===== config.mk =====
export PLATFORM = sky130hd
export DESIGN_NAME = crc8_frame_receiver
export DESIGN_NICKNAME = d
export VERILOG_FILES = /design/src/hdl/cfr_pkg.sv /design/src/hdl/cfr_deframer.sv /design/src/hdl/cfr_out_buf.sv /design/src/hdl/crc8_frame_receiver.sv
export SDC_FILE = /design/constraint.sdc
export NUM_CORES = 1
export LEC_CHECK = 0
export ABC_CLOCK_PERIOD_IN_PS = 3550
export BUFFER_PORTS_ARGS = -buffer_cell sky130_fd_sc_hd__buf_4
export CORE_MARGIN = 5
export CORE_UTILIZATION = 53
export DETAILED_ROUTE_END_ITERATION = 7
export PLACE_DENSITY = 0.76
export SYNTH_ARGS = -nofsm -noshare
export SYNTH_HDL_FRONTEND = slang
export SYNTH_SLANG_ARGS = --single-unit

===== constraint.sdc =====
create_clock -name clk_i -period 3.55 [get_ports clk_i]
set_clock_uncertainty 0.05 [all_clocks]
set_input_delay 0.1775 -clock clk_i [delete_from_list [all_inputs] [get_ports clk_i]]
set_output_delay 0.1775 -clock clk_i [all_outputs]
set_load 0.1 [all_outputs]

===== src/hdl/cfr_pkg.sv =====
`timescale 1ns / 1ps

package cfr_pkg;

  typedef enum logic [1:0] {
    PH_HUNT = 2'd0,
    PH_DATA = 2'd1,
    PH_CRC  = 2'd2,
    PH_FOOT = 2'd3
  } phase_e;

  typedef enum logic [1:0] {
    ST_OK         = 2'd0,
    ST_CRC_BAD    = 2'd1,
    ST_BAD_FOOTER = 2'd2
  } status_e;

  localparam logic KIND_WORD   = 1'b0;
  localparam logic KIND_STATUS = 1'b1;

  localparam logic [7:0] FRAME_MARK = 8'hFF;
  localparam logic [7:0] CRC_POLY   = 8'h07;
  localparam logic [7:0] CRC_INIT   = 8'hFF;

  localparam logic [4:0] WORDS_RESET = 5'd10;

  typedef struct packed {
    logic        kind;
    logic [3:0]  index;
    logic [31:0] value;
    status_e     status;
  } res_t;

  // CRC-8, MSB first, no reflection, no final xor
  function automatic logic [7:0] crc8_byte(input logic [7:0] crc, input logic [7:0] b);
    logic [7:0] c;
    c = crc ^ b;
    for (int k = 0; k < 8; k++) begin
      if (c[7]) begin
        c = {c[6:0], 1'b0} ^ CRC_POLY;
      end else begin
        c = {c[6:0], 1'b0};
      end
    end
    return c;
  endfunction

endpackage


===== src/hdl/cfr_deframer.sv =====
`timescale 1ns / 1ps

module cfr_deframer (
  input  logic          clk_i,
  input  logic          rst_ni,
  input  logic          step_i,
  input  logic [7:0]    byte_i,
  input  logic [4:0]    frame_words_i,
  output logic          res_valid_o,
  output cfr_pkg::res_t res_o
);

  cfr_pkg::phase_e phase_q, phase_d;
  logic [5:0]      count_q, count_d;
  logic [7:0]      crc_q, crc_d;
  logic [23:0]     wb_q, wb_d;
  logic            bad_q, bad_d;

  logic [6:0] last_w;
  logic [5:0] last_idx;
  logic       at_end;
  logic [1:0] lane;

  assign last_w   = {2'b00, frame_words_i} * 7'd4 - 7'd1;
  assign last_idx = last_w[5:0];
  assign at_end   = (count_q >= last_idx);
  assign lane     = count_q[1:0];

  always_ff @(posedge clk_i or negedge rst_ni) begin
    if (!rst_ni) begin
      phase_q <= cfr_pkg::PH_HUNT;
      count_q <= '0;
      crc_q   <= cfr_pkg::CRC_INIT;
      wb_q    <= '0;
      bad_q   <= 1'b0;
    end else if (step_i) begin
      phase_q <= phase_d;
      count_q <= count_d;
      crc_q   <= crc_d;
      wb_q    <= wb_d;
      bad_q   <= bad_d;
    end
  end

  always_comb begin
    phase_d     = phase_q;
    count_d     = count_q;
    crc_d       = crc_q;
    wb_d        = wb_q;
    bad_d       = bad_q;
    res_valid_o = 1'b0;
    res_o       = '{kind: cfr_pkg::KIND_WORD, index: 4'd0, value: 32'd0,
                    status: cfr_pkg::ST_OK};
    case (phase_q)
      cfr_pkg::PH_HUNT: begin
        if (byte_i == cfr_pkg::FRAME_MARK) begin
          phase_d = cfr_pkg::PH_DATA;
          count_d = '0;
          crc_d   = cfr_pkg::CRC_INIT;
          wb_d    = '0;
          bad_d   = 1'b0;
        end
      end
      cfr_pkg::PH_DATA: begin
        crc_d = cfr_pkg::crc8_byte(crc_q, byte_i);
        if (at_end) begin
          phase_d = cfr_pkg::PH_CRC;
        end
        if (lane != 2'd3) begin
          wb_d    = wb_q | ({16'd0, byte_i} << {lane, 3'b000});
          count_d = count_q + 6'd1;
          if (at_end) begin
            count_d = '0;
            wb_d    = '0;
          end
        end else begin
          res_valid_o = 1'b1;
          res_o.index = count_q[5:2];
          res_o.value = {byte_i, wb_q};
          wb_d        = '0;
          count_d     = at_end ? 6'd0 : count_q + 6'd1;
        end
      end
      cfr_pkg::PH_CRC: begin
        bad_d   = (byte_i != crc_q);
        phase_d = cfr_pkg::PH_FOOT;
      end
      default: begin
        res_valid_o = 1'b1;
        res_o.kind  = cfr_pkg::KIND_STATUS;
        if (byte_i != cfr_pkg::FRAME_MARK) begin
          res_o.status = cfr_pkg::ST_BAD_FOOTER;
        end else if (bad_q) begin
          res_o.status = cfr_pkg::ST_CRC_BAD;
        end
        phase_d = cfr_pkg::PH_HUNT;
        count_d = '0;
        crc_d   = cfr_pkg::CRC_INIT;
        wb_d    = '0;
        bad_d   = 1'b0;
      end
    endcase
  end

endmodule


===== src/hdl/cfr_out_buf.sv =====
`timescale 1ns / 1ps

module cfr_out_buf (
  input  logic          clk_i,
  input  logic          rst_ni,
  input  logic          push_i,
  input  cfr_pkg::res_t data_i,
  output logic          room_o,
  output logic          valid_o,
  input  logic          ready_i,
  output cfr_pkg::res_t data_o
);

  cfr_pkg::res_t mem_q [2];
  logic          wr_q, rd_q;
  logic [1:0]    cnt_q;
  logic          pop;

  assign pop     = valid_o && ready_i;
  assign valid_o = (cnt_q != 2'd0);
  assign room_o  = (cnt_q != 2'd2);
  assign data_o  = mem_q[rd_q];

  always_ff @(posedge clk_i) begin
    if (push_i) begin
      mem_q[wr_q] <= data_i;
    end
  end

  always_ff @(posedge clk_i or negedge rst_ni) begin
    if (!rst_ni) begin
      wr_q  <= 1'b0;
      rd_q  <= 1'b0;
      cnt_q <= 2'd0;
    end else begin
      if (push_i) begin
        wr_q <= ~wr_q;
      end
      if (pop) begin
        rd_q <= ~rd_q;
      end
      cnt_q <= cnt_q + {1'b0, push_i} - {1'b0, pop};
    end
  end

endmodule


===== src/hdl/crc8_frame_receiver.sv =====
`timescale 1ns / 1ps
// An accepted byte is held in the input register; when it advances, its result is written
// into the result buffer, whose occupancy drives res_valid_o.
// Throughput: one byte per cycle; the byte-wise CRC-8 network and word assembly sit
// between the input register and a two-entry result buffer, which keeps intake going
// while a result waits. Bytes stall only when both buffer entries are held.
// Reset (rst_ni low, asynchronous): hunt for header, CRC at 0xFF, buffers empty,
// payload_words back to 10.

module crc8_frame_receiver #(
  parameter int MAX_PAYLOAD_WORDS = 16
) (
  input  logic        clk_i,
  input  logic        rst_ni,
  // configuration write channel
  input  logic        cfg_valid_i,
  output logic        cfg_ready_o,
  input  logic [4:0]  cfg_payload_words_i,
  // received bytes
  input  logic        rx_valid_i,
  output logic        rx_ready_o,
  input  logic [7:0]  rx_byte_i,
  // results
  output logic        res_valid_o,
  input  logic        res_ready_i,
  output logic        result_kind_o,
  output logic [3:0]  word_index_o,
  output logic [31:0] word_value_o,
  output logic [1:0]  frame_status_o
);

  localparam logic [4:0] MaxWords = 5'(MAX_PAYLOAD_WORDS);

  logic [4:0]    words_q;
  logic [4:0]    frame_words;
  logic          in_valid_q;
  logic [7:0]    in_byte_q;
  logic          room;
  logic          advance;
  logic          res_valid;
  cfr_pkg::res_t res, res_out;

  // Register port never stalls; a write takes effect on the next byte.
  assign cfg_ready_o = 1'b1;

  always_ff @(posedge clk_i or negedge rst_ni) begin
    if (!rst_ni) begin
      words_q <= cfr_pkg::WORDS_RESET;
    end else if (cfg_valid_i) begin
      words_q <= cfg_payload_words_i;
    end
  end

  // Clamp the word count: zero counts as one, large values saturate.
  always_comb begin
    if (words_q == 5'd0) begin
      frame_words = 5'd1;
    end else if (words_q > MaxWords) begin
      frame_words = MaxWords;
    end else begin
      frame_words = words_q;
    end
  end

  // Advance the held byte whenever the result buffer has a free entry;
  // a new byte may enter in the same cycle the held one moves on.
  assign advance    = in_valid_q && room;
  assign rx_ready_o = !in_valid_q || room;

  always_ff @(posedge clk_i or negedge rst_ni) begin
    if (!rst_ni) begin
      in_valid_q <= 1'b0;
    end else if (rx_ready_o) begin
      in_valid_q <= rx_valid_i;
    end
  end

  always_ff @(posedge clk_i) begin
    if (rx_ready_o && rx_valid_i) begin
      in_byte_q <= rx_byte_i;
    end
  end

  // Frame tracking, CRC and word assembly; state moves only on advance.
  cfr_deframer u_deframer (
    .clk_i         (clk_i),
    .rst_ni        (rst_ni),
    .step_i        (advance),
    .byte_i        (in_byte_q),
    .frame_words_i (frame_words),
    .res_valid_o   (res_valid),
    .res_o         (res)
  );

  // Hold results until the consumer takes each transaction.
  cfr_out_buf u_out_buf (
    .clk_i   (clk_i),
    .rst_ni  (rst_ni),
    .push_i  (advance && res_valid),
    .data_i  (res),
    .room_o  (room),
    .valid_o (res_valid_o),
    .ready_i (res_ready_i),
    .data_o  (res_out)
  );

  assign result_kind_o  = res_out.kind;
  assign word_index_o   = res_out.index;
  assign word_value_o   = res_out.value;
  assign frame_status_o = res_out.status;

endmodule


==> run summary <==
Max-slew violation total from the final report: 0. The floorplan step defined a die boundary enclosing 0.01343 sq mm. 60 I/O pins were placed. Ranked by total cell area, the synthesized netlist is headed by sky130_fd_sc_hd__edfxtp_1 43%, sky130_fd_sc_hd__dfrtp_1 17%, sky130_fd_sc_hd__mux2_2 8.7%, sky130_fd_sc_hd__dfstp_2 4.4%, sky130_fd_sc_hd__and3_1 3.8%. The leading area contributor after synthesis is sky130_fd_sc_hd__edfxtp_1.

The run gives 0.01094 sq mm as the core outline area. In the synthesized netlist, the number of instances is 420. The number of buffers between clock root and the deepest sink is 2. Ranked by instance count, the synthesized netlist is headed by 86 x sky130_fd_sc_hd__edfxtp_1, 46 x sky130_fd_sc_hd__mux2_2, 41 x sky130_fd_sc_hd__dfrtp_1. The fraction of post-synthesis cell area in the top cell type by area is 43.46%.

The largest individual stage delay along the critical path comes from the cell sky130_fd_sc_hd__o2111ai_1. The total clock buffers created by CTS came out at 17. The total of cells resized after clock tree synthesis was 0; the total vias in the final route was 3691. Summing all multi-input logic gate instances after layout gives 0.001947 sq mm. In this run the worst hold path is classified as in2reg. Summing all non-filler instances in the final layout gives an area of 0.007208 sq mm. Hold repair after CTS inserted 15 buffers. After synthesis, flip-flops and latches occupy 65.15% of the total area.

The maximum fanout count along the critical path was 8. The number of buffer cells added on primary ports works out to 58. The routed length per instance came out at 18.37 um. The predominant post-synthesis flop cell is sky130_fd_sc_hd__edfxtp_1.

The die is 115.9 um wide. The startpoint kind of the worst setup timing path is a register. Setup repair after global routing left no endpoint under its margin.

At the worst endpoint, the required time is 3790 ps. The number of setup buffers added after CTS is 0. The worst path needs 2816 ps of the cycle, external delays included. The logs give 0 for the overall overflow remaining after global route and 0 for the count of final hold-check violations.

The insertion delay of the later-clocked pin in the worst-skew pair came out at 410 ps. The tightest slew margin relative to the limit came out at 55.75%. In this run, distinct cell masters in the synthesized netlist total 46. For the pin with the worst max-slew slack, the measured transition is 663.7 ps.

The worst setup path is captured at a register. The run gives 0 as the synthesis warning total. The standard cell area after detailed placement was 0.006511 sq mm. The count of flip-flops with a built-in enable after synthesis was 86.

The class of the most critical setup path was reg2reg. Relative to the synthesized area, the layout overhead comes to 21.31%. Dividing the detail-routed via count by the number of cells gives 5.652. The first detailed-routing pass took 5 iterations. The sequential cells in the finished layout cover a total of 0.003871 sq mm.

The number of antenna violations at the first check in global routing was 0. In the synthesized netlist the async set-or-reset flop fraction comes to 37.23%. After the last flow step, the layout net total stands at 534.

After synthesis the netlist holds a flip-flop and latch count of 137. The post-route netlist has 30.60% of its cells at a drive strength greater than 1. The total standard cell area after synthesis came out at 0.005942 sq mm. The number of placement rows was 38.

Max-cap violations in this run came to 0. Data arrival at the endpoint of the critical path: 3060 ps. The upper clock frequency limit is 355.1 MHz.

The die height was 115.9 um. Post-synthesis average cell area: 14.15 sq um. The number of nets handed over by synthesis was 454. For the total wirelength of the detailed-routed design, the log shows 12000 um. For this run, design rule violations remaining after detail routing come to 0. After filler insertion, the fill cell instance count of the layout stands at 784. The effective utilization at floorplan is 54.34%, and the detailed placer's ending HPWL is 7547 um. Once placement completed, the tool counted placed cells totaling 606. The most common cell in the synthesized netlist is sky130_fd_sc_hd__edfxtp_1. The first global-routing pass estimated 19710 um of wire. The tools report the count of endpoints failing setup in the final report as 0. The critical path goes through nor3_1, nor2_1, nor2_1, inv_1, ha_1, xnor2_1, ha_1, nand2_1, o2111ai_1, nor2b_1, mux2_2.

TritonCTS built the clock tree. The run finished with clean final reports. 0 antenna diodes ended up in the layout.

The overall routing resource usage was 19.30%. Largest stage delay on the critical path: 520 ps. The remaining antenna violation count was 0; the clock edge transition at the registers on the reported setup and hold paths was 60 ps. The level count of the clock H-tree is 4, and the final standard cell count with taps included and fillers excluded is 653. The logs give 52 for the maximum number of pins on one net before global-route repair and 137 for the clock sink count. The total negative setup slack is 0 ps. The logs give 3883 for the via count of the first global-routing pass and 309 for the violation count after the first detailed-route iteration. The cell at the root of the clock tree was sky130_fd_sc_hd__clkbuf_16.

Dividing the final minimum period by the clock period gives 79.33%. The congestion estimate from routability-driven global placement came to 0.7704.
==> worst max-delay path: cells and delay by family, from the launching register on <==
| kind | cells | cell delay, ps |
|---|---|---|
| buffers and inverters | 1 | 60 |
| DFF | 1 | 370 |
| xor gates and xnor gates | 1 | 130 |
| adders and majority gates | 2 | 480 |
| AOI/OAI and AO/OA | 1 | 520 |
| and+or+nand+nor | 5 | 730 |
| muxes | 1 | 360 |
==> cells by family after synthesis <==
logic type                 after synthesis  share of synthesized area [%]
DFF                                    137                          65.15
and+or+nand+nor                        116                          11.12
AOI/OAI and AO/OA                       51                          5.117
muxes                                   47                          8.886
xor gates and xnor gates                26                          3.959
buffers and inverters                   26                          2.337
adders and majority gates               16                          3.369
other                                    1                        0.06311
==> registers in the layout, summed over array words and instances (netlist names) <==
signal	flops
u_out_buf.mem_q	78
u_deframer.wb_q	24
in_byte_q	8
u_deframer.crc_q	8
u_deframer.count_q	6
words_q	5
u_deframer.phase_q	2
u_out_buf.cnt_q	2
in_valid_q	1
u_deframer.bad_q	1
u_out_buf.rd_q	1
u_out_buf.wr_q	1
==> layer usage <==
layer	track usage [%]	up-vias	share of wire, %
met4	7.347	0	1.4
met3	4.439	12	6.4
met1	24.47	1862	40
met2	32.49	125	52
met5	0	-	0
li1	-	1692	-
==> metrics by stage <==
step                      hold slack (ps)  utilization [%]  setup WS [ps]
after floorplan                    -168.1                -          131.0
after global placement              192.5            59.54          875.1
after detailed placement            203.6            59.54          747.1
after CTS                           10.94            65.92          728.1
after global routing                26.19            65.92          542.8
final                               18.80            65.92          733.9
==> worst paths after layout <==
path	startpoint	endpoint	slack, ps	depth (start not counted)
max in group asynchronous	rst_ni	u_deframer.count_q[5]	2710	2
hold reg to reg	u_deframer.wb_q[12]	u_deframer.wb_q[12]	440	2
min in group asynchronous	rst_ni	words_q[4]	280	2
setup reg to reg	words_q[1]	u_deframer.phase_q[1]	730	11
setup / recovery	words_q[1]	u_deframer.phase_q[1]	730	11
hold / removal	cfg_valid_i	words_q[4]	20	2
==> layout make-up <==
cell class / count / share of cell area [%]
Tap cell: 140 / 2.430
Multi-Input combinational cell: 257 / 27.01
Clock inverter: 10 / 1.423
Timing Repair Buffer: 81 / 8.957
Inverter: 6 / 0.3124
Sequential cell: 137 / 53.71
Clock buffer: 22 / 6.162
==> layout by cell type (no fill, tap or decap), types with 3 or more instances in the layout <==
master                          instances
sky130_fd_sc_hd__a21oi_1               27
sky130_fd_sc_hd__a31oi_1                6
sky130_fd_sc_hd__and2_1                 3
sky130_fd_sc_hd__and3_1                36
sky130_fd_sc_hd__buf_4                 66
sky130_fd_sc_hd__clkbuf_1               5
sky130_fd_sc_hd__clkbuf_16             17
sky130_fd_sc_hd__clkinv_1               5
sky130_fd_sc_hd__dfrtp_1               41
sky130_fd_sc_hd__dfstp_2               10
sky130_fd_sc_hd__dlygate4sd3_1         15
sky130_fd_sc_hd__edfxtp_1              86
sky130_fd_sc_hd__ha_1                  16
sky130_fd_sc_hd__inv_1                  6
sky130_fd_sc_hd__mux2_2                46
sky130_fd_sc_hd__nand2_1                9
sky130_fd_sc_hd__nand2b_1               5
sky130_fd_sc_hd__nand3_1                4
sky130_fd_sc_hd__nand4_1                5
sky130_fd_sc_hd__nor2_1                36
sky130_fd_sc_hd__nor2b_1                4
sky130_fd_sc_hd__o21ai_0                7
sky130_fd_sc_hd__xnor2_1               20
sky130_fd_sc_hd__xor2_1                 5
Power is left out: the tool's default activity adds up to more than one toggle a clock period on the data nets, which glitch-free logic cannot reach.
